File: src/sv/multi_voice_stereo_pan_mixer_defines.svh
// assertion macros for the stereo pan mixer
// no dependencies; taken in by the files that carry assertions
`ifndef MULTI_VOICE_STEREO_PAN_MIXER_DEFINES_SVH
`define MULTI_VOICE_STEREO_PAN_MIXER_DEFINES_SVH

// same-cycle implication
`define MVSPM_ASSERT_NOW(label, clk, rst, ante, cons) \
   label: assert property (@(posedge clk) disable iff (rst) (ante) |-> (cons)) \
      else $error("mixer assertion failed");

// next-cycle implication
`define MVSPM_ASSERT_NEXT(label, clk, rst, ante, cons) \
   label: assert property (@(posedge clk) disable iff (rst) (ante) |=> (cons)) \
      else $error("mixer assertion failed");

`endif

File: src/sv/mvspm_pkg.sv
// shared constants, codes and transaction types of the stereo pan mixer
// no dependencies
package mvspm_pkg;

   localparam int VOICES          = 8;
   localparam int LENGTH_BITS     = 24;
   localparam int VOICE_IDX_BITS  = (VOICES > 1) ? $clog2(VOICES) : 1;
   localparam int ACC_BITS        = 40;
   localparam int CSR_ADDR_BITS   = 3;
   localparam int CSR_DATA_BITS   = 32;

   localparam logic REG_MASTER_GAIN = 1'b0;
   localparam logic [15:0] MASTER_GAIN_RESET = 16'd16384;

   localparam logic [1:0] OP_START      = 2'd0;
   localparam logic [1:0] OP_MIX        = 2'd1;
   localparam logic [1:0] OP_END_BUFFER = 2'd2;

   localparam logic [1:0] ST_OK      = 2'd0;
   localparam logic [1:0] ST_NO_FREE = 2'd1;
   localparam logic [1:0] ST_IDLE    = 2'd2;

   typedef struct packed {
      logic [1:0]         opcode;
      logic [2:0]         voice;
      logic signed [15:0] sample_value;
      logic               last_voice;
      logic [23:0]        sample_length;
      logic [15:0]        lgain;
      logic [15:0]        rgain;
      logic               repeat_flag;
   } req_type;

   typedef struct packed {
      logic [1:0]         status;
      logic [2:0]         voice_out;
      logic [23:0]        fetch_position;
      logic               frame_valid;
      logic signed [15:0] left_out;
      logic signed [15:0] right_out;
   } rsp_type;

   typedef struct packed {
      logic [LENGTH_BITS-1:0] length;
      logic [LENGTH_BITS-1:0] position;
      logic [15:0]            lgain;
      logic [15:0]            rgain;
      logic                   repeats;
   } voice_entry_type;

endpackage

File: src/sv/mvspm_ram.sv
// generic simple dual-port ram, one write and one registered read per cycle
// no dependencies
module mvspm_ram #(
   parameter int WIDTH = 8,
   parameter int DEPTH = 8
) (
   input  logic                                    clock,
   input  logic                                    wr_en,
   input  logic [((DEPTH > 1) ? $clog2(DEPTH) : 1)-1:0] wr_addr,
   input  logic [WIDTH-1:0]                        wr_data,
   input  logic                                    rd_en,
   input  logic [((DEPTH > 1) ? $clog2(DEPTH) : 1)-1:0] rd_addr,
   output logic [WIDTH-1:0]                        rd_data
);

   logic [WIDTH-1:0] mem_ff [DEPTH];
   logic [WIDTH-1:0] rd_data_ff;

   always_ff @(posedge clock) begin
      if (wr_en) begin
         mem_ff[wr_addr] <= wr_data;
      end
      if (rd_en) begin
         rd_data_ff <= mem_ff[rd_addr];
      end
   end

   assign rd_data = rd_data_ff;

endmodule

File: src/sv/multi_voice_stereo_pan_mixer.sv
// top level of the stereo pan mixer: voice table in ram, gain pipeline, accumulators
// depends on mvspm_pkg, mvspm_ram and multi_voice_stereo_pan_mixer_defines.svh
//
//   channel   handshake                        payload
//   request   start, busy                      req_item (req_type)
//   result    rsp_valid strobe, one cycle      rsp_item (rsp_type)
//   config    psel/penable/pwrite, pready=1    paddr, pwdata, prdata
//
// start item: result strobe in the next cycle
// mix item: voice ram read, gain multiply, master multiply, accumulate
// end-of-buffer item: one voice table entry a cycle through the ram
// reset is synchronous; it empties the voice table and clears the accumulators
// results are never stalled; busy is high while a mix or sweep is under way
`include "multi_voice_stereo_pan_mixer_defines.svh"

module multi_voice_stereo_pan_mixer
   import mvspm_pkg::*;
(
   input  logic                     clock,
   input  logic                     reset,
   input  logic                     start,
   output logic                     busy,
   input  req_type                  req_item,
   output logic                     rsp_valid,
   output rsp_type                  rsp_item,
   input  logic                     psel,
   input  logic                     penable,
   input  logic                     pwrite,
   input  logic [CSR_ADDR_BITS-1:0] paddr,
   input  logic [CSR_DATA_BITS-1:0] pwdata,
   output logic [CSR_DATA_BITS-1:0] prdata,
   output logic                     pready
);

   localparam logic [VOICE_IDX_BITS-1:0] IDX_LAST = VOICE_IDX_BITS'(VOICES - 1);
   localparam logic signed [ACC_BITS-1:0] ACC_MAX = {1'b0, {(ACC_BITS-1){1'b1}}};
   localparam logic signed [ACC_BITS-1:0] ACC_MIN = {1'b1, {(ACC_BITS-1){1'b0}}};

   typedef enum logic [2:0] {S_IDLE, S_EVAL, S_SCALE, S_ACC, S_SWEEP} state_type;

   state_type               state_ff, state_in;
   logic [VOICES-1:0]       active_ff, active_in;
   logic [15:0]             master_ff, master_in;
   logic signed [ACC_BITS-1:0] sum_l_ff, sum_l_in, sum_r_ff, sum_r_in;
   req_type                 item_ff, item_in;
   logic [VOICE_IDX_BITS-1:0] idx_ff, idx_in, cnt_ff, cnt_in;
   logic                    live_ff, live_in;
   logic [23:0]             fetch_ff, fetch_in;
   logic signed [32:0]      prod_l_ff, prod_l_in, prod_r_ff, prod_r_in;
   logic signed [35:0]      scal_l_ff, scal_l_in, scal_r_ff, scal_r_in;
   rsp_type                 rsp_ff, rsp_in;
   logic                    rsp_valid_ff, rsp_valid_in;

   logic                    accept;
   logic                    free_found;
   logic [VOICE_IDX_BITS-1:0] free_idx;
   logic                    wr_en, rd_en;
   logic [VOICE_IDX_BITS-1:0] wr_addr, rd_addr;
   voice_entry_type         wr_data, entry;
   logic [$bits(voice_entry_type)-1:0] rd_bits;
   logic [LENGTH_BITS-1:0]  pos_next;
   logic [LENGTH_BITS+23:0] fetch_wide;
   logic [LENGTH_BITS+23:0] len_wide;
   logic                    in_range;
   logic                    live;
   logic signed [21:0]      add_l, add_r;
   logic signed [ACC_BITS-1:0] new_l, new_r;
   logic                    cfg_write;

   function automatic logic signed [ACC_BITS-1:0] acc_add(
      input logic signed [ACC_BITS-1:0] acc,
      input logic signed [21:0]         v
   );
      logic signed [ACC_BITS:0] r;
      r = (ACC_BITS+1)'(acc) + (ACC_BITS+1)'(v);
      if (r[ACC_BITS] != r[ACC_BITS-1]) begin
         return r[ACC_BITS] ? ACC_MIN : ACC_MAX;
      end
      return r[ACC_BITS-1:0];
   endfunction

   function automatic logic signed [15:0] sat16(input logic signed [ACC_BITS-1:0] v);
      if (v > 40'sd32767) begin
         return 16'sh7fff;
      end else if (v < -40'sd32768) begin
         return 16'sh8000;
      end
      return v[15:0];
   endfunction

   mvspm_ram #(
      .WIDTH ($bits(voice_entry_type)),
      .DEPTH (VOICES)
   ) u_voice_ram (
      .clock   (clock),
      .wr_en   (wr_en),
      .wr_addr (wr_addr),
      .wr_data (wr_data),
      .rd_en   (rd_en),
      .rd_addr (rd_addr),
      .rd_data (rd_bits)
   );

   assign entry     = voice_entry_type'(rd_bits);
   assign busy      = (state_ff != S_IDLE);
   assign accept    = start && !busy;
   assign rsp_valid = rsp_valid_ff;
   assign rsp_item  = rsp_ff;
   assign pready    = 1'b1;
   assign cfg_write = psel && penable && pwrite;
   assign prdata    = (paddr[2] == REG_MASTER_GAIN) ? {16'd0, master_ff} : '0;

   // lowest-numbered free voice
   always_comb begin
      free_found = 1'b0;
      free_idx   = '0;
      for (int i = VOICES - 1; i >= 0; i--) begin
         if (!active_ff[i]) begin
            free_found = 1'b1;
            free_idx   = VOICE_IDX_BITS'(i);
         end
      end
   end

   always_comb begin
      state_in     = state_ff;
      active_in    = active_ff;
      master_in    = master_ff;
      sum_l_in     = sum_l_ff;
      sum_r_in     = sum_r_ff;
      item_in      = item_ff;
      idx_in       = idx_ff;
      cnt_in       = cnt_ff;
      live_in      = live_ff;
      fetch_in     = fetch_ff;
      prod_l_in    = prod_l_ff;
      prod_r_in    = prod_r_ff;
      scal_l_in    = scal_l_ff;
      scal_r_in    = scal_r_ff;
      rsp_in       = rsp_ff;
      rsp_valid_in = 1'b0;
      wr_en        = 1'b0;
      wr_addr      = '0;
      wr_data      = '0;
      rd_en        = 1'b0;
      rd_addr      = '0;
      in_range     = (32'(item_ff.voice) < VOICES);
      live         = 1'b0;
      pos_next     = entry.position + 1'b1;
      fetch_wide   = '0;
      len_wide     = {{LENGTH_BITS{1'b0}}, req_item.sample_length};
      add_l        = $signed(scal_l_ff[35:14]);
      add_r        = $signed(scal_r_ff[35:14]);
      new_l        = sum_l_ff;
      new_r        = sum_r_ff;

      if (cfg_write && paddr[2] == REG_MASTER_GAIN) begin
         master_in = pwdata[15:0];
      end

      unique case (state_ff)
         S_IDLE: begin
            if (accept) begin
               item_in = req_item;
               idx_in  = VOICE_IDX_BITS'(req_item.voice);
               rsp_in  = '0;
               case (req_item.opcode)
                  OP_START: begin
                     rsp_valid_in = 1'b1;
                     if (free_found) begin
                        wr_en               = 1'b1;
                        wr_addr             = free_idx;
                        wr_data.length      = len_wide[LENGTH_BITS-1:0];
                        wr_data.position    = '0;
                        wr_data.lgain       = req_item.lgain;
                        wr_data.rgain       = req_item.rgain;
                        wr_data.repeats     = req_item.repeat_flag;
                        active_in[free_idx] = 1'b1;
                        rsp_in.status       = ST_OK;
                        rsp_in.voice_out    = 3'(free_idx);
                     end else begin
                        rsp_in.status = ST_NO_FREE;
                     end
                  end
                  OP_MIX: begin
                     rd_en    = 1'b1;
                     rd_addr  = VOICE_IDX_BITS'(req_item.voice);
                     state_in = S_EVAL;
                  end
                  OP_END_BUFFER: begin
                     rd_en    = 1'b1;
                     rd_addr  = '0;
                     cnt_in   = '0;
                     state_in = S_SWEEP;
                  end
                  default: begin
                     rsp_valid_in = 1'b1;
                  end
               endcase
            end
         end
         S_EVAL: begin
            live      = in_range && active_ff[idx_ff] && (entry.position < entry.length);
            live_in   = live;
            prod_l_in = item_ff.sample_value * $signed({1'b0, entry.lgain});
            prod_r_in = item_ff.sample_value * $signed({1'b0, entry.rgain});
            if (live) begin
               wr_en          = 1'b1;
               wr_addr        = idx_ff;
               wr_data        = entry;
               wr_data.position = pos_next;
               fetch_wide     = {24'd0, pos_next};
            end else if (in_range && active_ff[idx_ff]) begin
               fetch_wide     = {24'd0, entry.position};
            end
            fetch_in = fetch_wide[23:0];
            state_in = S_SCALE;
         end
         S_SCALE: begin
            scal_l_in = $signed(prod_l_ff[32:14]) * $signed({1'b0, master_ff});
            scal_r_in = $signed(prod_r_ff[32:14]) * $signed({1'b0, master_ff});
            state_in  = S_ACC;
         end
         S_ACC: begin
            if (live_ff) begin
               new_l = acc_add(sum_l_ff, add_l);
               new_r = acc_add(sum_r_ff, add_r);
            end
            rsp_in.status         = live_ff ? ST_OK : ST_IDLE;
            rsp_in.voice_out      = item_ff.voice;
            rsp_in.fetch_position = fetch_ff;
            if (item_ff.last_voice) begin
               rsp_in.frame_valid = 1'b1;
               rsp_in.left_out    = sat16(new_l);
               rsp_in.right_out   = sat16(new_r);
               sum_l_in           = '0;
               sum_r_in           = '0;
            end else begin
               sum_l_in = new_l;
               sum_r_in = new_r;
            end
            rsp_valid_in = 1'b1;
            state_in     = S_IDLE;
         end
         S_SWEEP: begin
            if (active_ff[cnt_ff] && entry.position >= entry.length) begin
               if (entry.repeats) begin
                  wr_en            = 1'b1;
                  wr_addr          = cnt_ff;
                  wr_data          = entry;
                  wr_data.position = '0;
               end else begin
                  active_in[cnt_ff] = 1'b0;
               end
            end
            if (cnt_ff == IDX_LAST) begin
               rsp_in       = '0;
               rsp_valid_in = 1'b1;
               sum_l_in     = '0;
               sum_r_in     = '0;
               state_in     = S_IDLE;
            end else begin
               rd_en   = 1'b1;
               rd_addr = cnt_ff + 1'b1;
               cnt_in  = cnt_ff + 1'b1;
            end
         end
         default: begin
            state_in = S_IDLE;
         end
      endcase
   end

   always_ff @(posedge clock) begin
      if (reset) begin
         state_ff     <= S_IDLE;
         active_ff    <= '0;
         master_ff    <= MASTER_GAIN_RESET;
         sum_l_ff     <= '0;
         sum_r_ff     <= '0;
         rsp_valid_ff <= 1'b0;
         cnt_ff       <= '0;
      end else begin
         state_ff     <= state_in;
         active_ff    <= active_in;
         master_ff    <= master_in;
         sum_l_ff     <= sum_l_in;
         sum_r_ff     <= sum_r_in;
         rsp_valid_ff <= rsp_valid_in;
         cnt_ff       <= cnt_in;
      end
      item_ff   <= item_in;
      idx_ff    <= idx_in;
      live_ff   <= live_in;
      fetch_ff  <= fetch_in;
      prod_l_ff <= prod_l_in;
      prod_r_ff <= prod_r_in;
      scal_l_ff <= scal_l_in;
      scal_r_ff <= scal_r_in;
      rsp_ff    <= rsp_in;
   end

   `MVSPM_ASSERT_NOW(a_no_frame_zero, clock, reset,
      rsp_valid && !rsp_item.frame_valid,
      rsp_item.left_out == 16'sd0 && rsp_item.right_out == 16'sd0)
   `MVSPM_ASSERT_NEXT(a_accept_progress, clock, reset, accept, busy || rsp_valid)
   `MVSPM_ASSERT_NEXT(a_start_claims, clock, reset,
      accept && req_item.opcode == OP_START && free_found,
      active_ff[$past(free_idx)])
   `MVSPM_ASSERT_NEXT(a_mix_advances, clock, reset,
      state_ff == S_ACC && live_ff, rsp_item.fetch_position != 24'd0)

endmodule
File: config.mk
export PLATFORM = sky130hd
export DESIGN_NAME = multi_voice_stereo_pan_mixer
export DESIGN_NICKNAME = d
export VERILOG_FILES = /design/src/sv/mvspm_pkg.sv /design/src/sv/mvspm_ram.sv /design/src/sv/multi_voice_stereo_pan_mixer.sv
export VERILOG_INCLUDE_DIRS = /design/src /design/src/sv
export SDC_FILE = /design/constraint.sdc
export NUM_CORES = 2
export LEC_CHECK = 0
export BUFFER_PORTS_ARGS = -buffer_cell sky130_fd_sc_hd__buf_2
export CELL_PAD_IN_SITES_DETAIL_PLACEMENT = 1
export CELL_PAD_IN_SITES_GLOBAL_PLACEMENT = 2
export CORE_AREA = 2 2 464 466
export CTS_CLUSTER_SIZE = 10
export DETAILED_ROUTE_END_ITERATION = 12
export DIE_AREA = 0 0 466 468
export GPL_TIMING_DRIVEN = 0
export PLACE_DENSITY = 0.77
export SLEW_MARGIN = 20
export SYNTH_ARGS = -nofsm -noshare
export SYNTH_HDL_FRONTEND = slang
export SYNTH_HIERARCHICAL = 1
export SYNTH_SLANG_ARGS = --single-unit
File: constraint.sdc
create_clock -name clock -period 12.9 [get_ports clock]
set_input_delay 1.29 -clock clock [delete_from_list [all_inputs] [get_ports clock]]
set_output_delay 1.29 -clock clock [all_outputs]
set_load 0.05 [all_outputs]
== After elaboration in Yosys (flattened, before gate mapping) ==
Memories as Yosys holds them, arrays and structs flattened. A register that Yosys moved wholly into a read port is not among the register bits.
Cells that the tools add are included.

* Register bits after elaboration: 356
* Bits in writable memories: 648
* Bits of input ports: 120
* Output and inout port bits: 97
* Word-level logic and storage cells: 206
* Memories: 1

* $add $sub $neg: 4
* Multipliers: 4
* $lt $le $gt $ge: 11
* Equal/unequal tests: 19
* Mux-type cells: 118
* Bitwise logic cells: 4
* Reduce and logical (&&, ||, !) cells: 23

{| class="wikitable"
|+ Memories
! memory !! words !! bits a word !! read ports !! clocked after Yosys merged registers in !! write ports !! RTL line !! RTL
|-
| u_voice_ram.mem_ff || 8 || 81 || 1 || 1 || 1 || mvspm_ram.sv:16 || <nowiki>logic [WIDTH-1:0] mem_ff [DEPTH];</nowiki>
|}

{| class="wikitable"
|+ Operator list
! kind !! count
|-
| 40-bit 2-to-1 mux || 13
|-
| 81-bit 2-to-1 mux || 6
|-
| 81-bit one-hot mux with 3 select lines || 1
|-
| 62-bit one-hot mux with 3 select lines || 1
|-
| 40-bit one-hot mux with 2 select lines || 2
|-
| 62-bit 2-to-1 mux || 2
|-
| 16-bit 2-to-1 mux || 7
|-
| 40-bit by 22-bit adder with 41-bit output || 2
|-
| 40-bit by 16-bit > comparator with 1-bit output (second input constant) || 2
|-
| 40-bit by 16-bit less-than comparator with 1-bit output (second input constant) || 2
|-
| 19-bit by 17-bit multiplier with 36-bit output || 2
|-
| 16-bit by 17-bit multiplier with 33-bit output || 2
|-
| 3-bit 2-to-1 mux || 22
|-
| 24-bit 2-to-1 mux || 2
|-
| 1-bit 2-to-1 mux || 41
|-
| 8-bit 2-to-1 mux || 5
|-
| 33-bit 2-to-1 mux || 1
|-
| 24-bit by 1-bit adder with 24-bit output (second input constant) || 1
|-
| 24-bit greater-or-equal comparator || 1
|-
| 24-bit less-than comparator || 1
|-
| 3-bit one-hot mux with 2 select lines || 3
|-
| 8-bit one-hot mux with 2 select lines || 1
|-
| 2-bit != test (second input constant) || 7
|-
| 3-bit by 4-bit less-than comparator with 1-bit output (second input constant) || 3
|-
| other kinds (33) || 53
|}

== Longest topological paths before layout ==
* Word-level depth: 17
* Mapped depth: 29

== By module ==
Netlist, hierarchy kept.

{| class="wikitable"
|+ Modules (own cells, without submodules)
! module !! times used !! cells each !! area each (µm²) !! seq. area each (µm²)
|-
| multi_voice_stereo_pan_mixer || 1 || 6420 || 57565.2 || 7897.6
|-
| mvspm_ram || 1 || 1030 || 27161.0 || 21891.0
|}

== Least setup slack after synthesis ==
No wires, ideal clock.

* Path kind: reg-to-reg
* Start: register state_ff[0]
* End: memory u_voice_ram/mem_ff[4][0] (netlist bit) (enable)
* Data arrival time: 12220 ps
* Required time: 12280 ps
* Slack: 60 ps
* Cell stages (with the launch flop): 9
* Buffers on the path: 1
* Cells stage by stage: dfxtp_1 clkbuf_1 nor3b_1 nand2_1 inv_1 nand2_1 o221ai_1 nand2_1 nor3_1

* Elaborated cells on any way between the ends: 12
* Classes of those cells: 2 x eq/ne; 6 x mux; 4 x reduce/logical

{| class="wikitable"
|+ RTL lines
! item !! RTL line !! RTL
|-
| from (decl) || multi_voice_stereo_pan_mixer.sv:41 || <nowiki>state_type state_ff, state_in;</nowiki>
|-
| from (signal assigned) || multi_voice_stereo_pan_mixer.sv:284 || <nowiki>state_ff <= state_in;</nowiki>
|-
| 3-bit nonzero test || multi_voice_stereo_pan_mixer.sv:105 || <nowiki>assign busy = (state_ff != S_IDLE);</nowiki>
|-
| 1-bit zero test || multi_voice_stereo_pan_mixer.sv:106 || <nowiki>assign accept = start && !busy;</nowiki>
|-
| 1-bit logical AND || multi_voice_stereo_pan_mixer.sv:106 ||
|-
| 3-bit 2-to-1 mux || multi_voice_stereo_pan_mixer.sv:163 || <nowiki>if (accept) begin</nowiki>
|-
| 3-bit one-hot mux with 3 select lines * || multi_voice_stereo_pan_mixer.sv:161 || <nowiki>unique case (state_ff)</nowiki>
|-
| named net wr_addr[2] || multi_voice_stereo_pan_mixer.sv:58 || <nowiki>logic [VOICE_IDX_BITS-1:0] wr_addr, rd_addr;</nowiki>
|-
| to (decl) || mvspm_ram.sv:16 ||
|}

The timed path passes the listed nets; every way through them passes the cells marked *.

== Worst setup path in the final report ==
* Start: register prod_l_ff[22]
* End: register scal_l_ff[35], data pin

* Longest elaborated chain between the ends: 1

{| class="wikitable"
|+ Ends and longest elaborated chain
! item !! RTL line !! RTL
|-
| from (decl) || multi_voice_stereo_pan_mixer.sv:49 || <nowiki>logic signed [32:0] prod_l_ff, prod_l_in, prod_r_ff, prod_r_in;</nowiki>
|-
| from (signal assigned) || multi_voice_stereo_pan_mixer.sv:296 || <nowiki>prod_l_ff <= prod_l_in;</nowiki>
|-
| 19-bit by 17-bit multiplier with 36-bit output || multi_voice_stereo_pan_mixer.sv:220 || <nowiki>scal_l_in = $signed(prod_l_ff[32:14]) * $signed({1'b0, master_ff});</nowiki>
|-
| to (signal assigned) || multi_voice_stereo_pan_mixer.sv:298 || <nowiki>scal_l_ff <= scal_l_in;</nowiki>
|-
| to (decl) || multi_voice_stereo_pan_mixer.sv:50 || <nowiki>logic signed [35:0] scal_l_ff, scal_l_in, scal_r_ff, scal_r_in;</nowiki>
|}

No other way between the ends.
A chain may end at the register's enable or synchronous reset.

==> results.md <==
- Vias per cell: 5.31
- # rows: 170
- HP Class: flip-flop to flip-flop
- Grt peak-use layer: met2
- MaxCap Viol Count: 0
- Starting density of the core: 39.7%
- CTS tree: done
- Clock Pin Slew Worst Setup and Hold Paths: 60 ps
- Fillers: 23100
- Final worst path period share: 68.5%
- Post-route ant nets: 0
- GRT met1 Usage: 32.8%
- Drt total wl: 259000 um
- Most frequent cells in the layout: inv_1 (1330), fa_1 (998), edfxtp_1 (918)
- Commonest non-fill, non-tap cell in the layout: inv_1
- Vias: 57000
- Cell Pwr Density: 196 mW/mm2
- Commonest register cell after synthesis: edfxtp_1
- Routability cong.: 0.891
- Post-Place Worst Slack: 4120 ps
- Vias in the first global route: 62800
- Req. time, crit path: 13350 ps
- Crit path capture type: flip-flop
- Clk_lat worst skew: 830 ps
- CTS Buf Count: 121
- Peak VDD IR: 0.00116 V
- Synth async-reset ratio: 0%
- #FFs+latches synth: 1029
- Post-synth EDFFs: 918
- Post-CTS Hold Fix Bufs: 0
- Post-CTS Resized: 0
- Worst-path cell chain: clkbuf_1 -> nand2_1 -> fa_1 -> inv_1 -> fa_1 -> fa_1 -> inv_1 -> fa_1 -> inv_1 -> fa_1 -> fa_1 -> ha_1 -> nand4_1 -> a21oi_1 -> a221oi_1 -> o21ai_0 -> o211ai_1 -> nand3_1 -> o2111ai_1 -> a31oi_1 -> a41oi_1 -> o21bai_1 -> a21oi_1 -> xnor2_1
- Clock Skew: 121 ps
- CP startpoint kind: flip-flop
- H-tree levels: 3
- RSZ-0062 raised after global routing: no
- Post-CTS Setup Bufs: 0
- CP peak stage delay: 820 ps
- Run status: finished, final reports clean
- CTS root buffer: clkbuf_16
- 1st-iter DRT viols: 3809
- Max FO, Critical Path: 10
- Input/output buffers: 181
- GR Layer Usage met3: 2.70%
- Die area: 0.218 mm2
- Fmax: 113 MHz
- Initial antenna violation count: 20
- DRC errors left: 0
- Setup Crit Path Kind: flip-flop to flip-flop
- Sequential fraction of the synthesis area: 35.2%
- Gate Count Post-Synth: 7450
- First-pass iteration count of the detailed router: 8
- Syn Std Cell Area: 0.0847 mm2
- CP most frequent cell: fa_1
- Fin worst setup slack: 4060 ps
- Final Slew Violations: 0
- Die Wd: 466 um
- Minimum clock period: 8840 ps
- Avg Inst Size Synth: 11.4 um2
- DR WL/cell: 24.1 um
- Global-route wire length before repair: 395000 um
- Clk sink count: 1029
- Core area: 0.213 mm2
- Tot GR Track Use: 24.0%
- Setup-failing EPs final: 0
- Ys Warns: 6
- Worst slew margin: 23.3%
- CP max stage cell: a221oi_1
- Hpwl dp: 203000 um
- CP arrival: 9290 ps
- Setup TNS: 0 ps
- Global routing usage on met2: 40.5%
- Largest net degree at the start of global routing: 33
- Layout cells sized above 1: 9.95%
- Hold Vio Cnt, Final: 0
- Layout Nets: 9484
- Die height: 468 um
- Worst-Margin Slew: 1150 ps
- Area grow syn2layout: 11.0%
- Synth unique cells: 99
- I/O pins: 217
- Gr ovfl total: 0
- Power, Total: 0.0184 W
- Leakage power: 40.4 nW
- Fin util: 44.1%
- CTS Buffer Depth: 3
-- synth_stat cells (all sizes together) (13+ instances only) --
master  number  area, um2
buf         75        553
dfxtp      111       2220
ha         526       6580
nor2b       50        313
a22o        59        517
o21ai      106        531
o21a        44        330
xor2        68        596
xnor2      125       1090
maj3        35        352
a21o        76        571
nand2b      53        332
nand2      850       3190
nand3       36        180
o31ai       18        154
a21oi      231       1200
mux4       164       3700
nand4       28        175
a31oi       18        113
nor3        52        265
edfxtp     918      27600
o21bai      22        165
a211oi      21        158
fa         998      20000
o211ai      13        121
and3        42        263
mux2i       22        220
clkbuf     288       1080
or2         16        100
and2       426       2670
inv       1330       4990
mux2        99       1420
a22oi       40        300
nor2       313       1180
-- power by group --
part / total (W) / leakage (nW) / switching (W) / internal, W
Clock: 0.00323 / 1.74 / 0.00141 / 0.00182
Combinational: 0.0107 / 29.0 / 0.00657 / 0.00414
Sequential: 0.00447 / 9.71 / 0.000270 / 0.00420
-- state kept, by name (all words and copies together), names as in the netlist --
name,flops
sum_l_ff,40
u_voice_ram/mem_ff,648
master_ff,16
state_ff,3
fetch_ff,24
sum_r_ff,40
scal_r_ff,22
active_ff,8
cnt_ff,3
scal_l_ff,22
rsp_valid,1
idx_ff,3
live_ff,1
rsp_item,62
prod_r_ff,19
item_ff,17
u_voice_ram/rd_data,81
prod_l_ff,19
-- critical path: cells and delay by family, from the launching register on --
kind / cells / cell delay, ps
AO/OA/AOI/OAI: 9 / 3120
AND/OR/NAND/NOR: 3 / 400
XOR/XNOR: 1 / 90
buffers and inverters: 4 / 750
flip-flops: 1 / 690
adder cells (fa/ha/maj): 7 / 3400
-- per-layer routing --
layer,up-vias,wire length [um]
met5,-,35
met4,6,6900
met3,312,12100
met2,1446,125000
met1,30100,114000
li1,25100,-
-- stage by stage --
step	hold WS, ps	cell area [um2]	cells
6_report	519	94000	10700
5_1_grt	531	94000	10700
3_3_place_gp	506	89200	10500
2_1_floorplan	475	84800	7465
4_1_cts	522	94000	10700
3_5_place_dp	509	90400	10600
-- area by class of cell --
class	count	area (um2)	area share, %
antenna	5	12.5	0.0133
buffer	363	1640	1.74
clock buffer	147	3180	3.38
clock inverter	26	437	0.464
inverter	1331	5000	5.31
multi-input combinational	4742	48500	51.5
sequential	1029	29800	31.7
tap	2838	3550	3.78
timing repair buffer	252	1970	2.10
-- path summary, 6_finish.rpt --
path	from	end	slack, ps	cells past startpoint
max	prod_l_ff[22]	scal_l_ff[35]	4060	24
min	fetch_ff[16]	rsp_item[49]	520	1
max reg2reg	prod_l_ff[22]	scal_l_ff[35]	4060	24
min reg2reg	fetch_ff[16]	rsp_item[49]	520	1
-- cell families after synthesis --
kind of cell             after synthesis  synth area share, %
flip-flops                          1029                 35.2
multiplexers                         285                 6.29
other                                  2              0.00886
adder cells (fa/ha/maj)             1559                 31.8
AO/OA/AOI/OAI                        763                 6.15
XOR/XNOR                             193                 2.00
AND/OR/NAND/NOR                     1925                 10.8
buffers and inverters               1694                 7.83
Note: power is estimated with default switching activity, not from simulation.
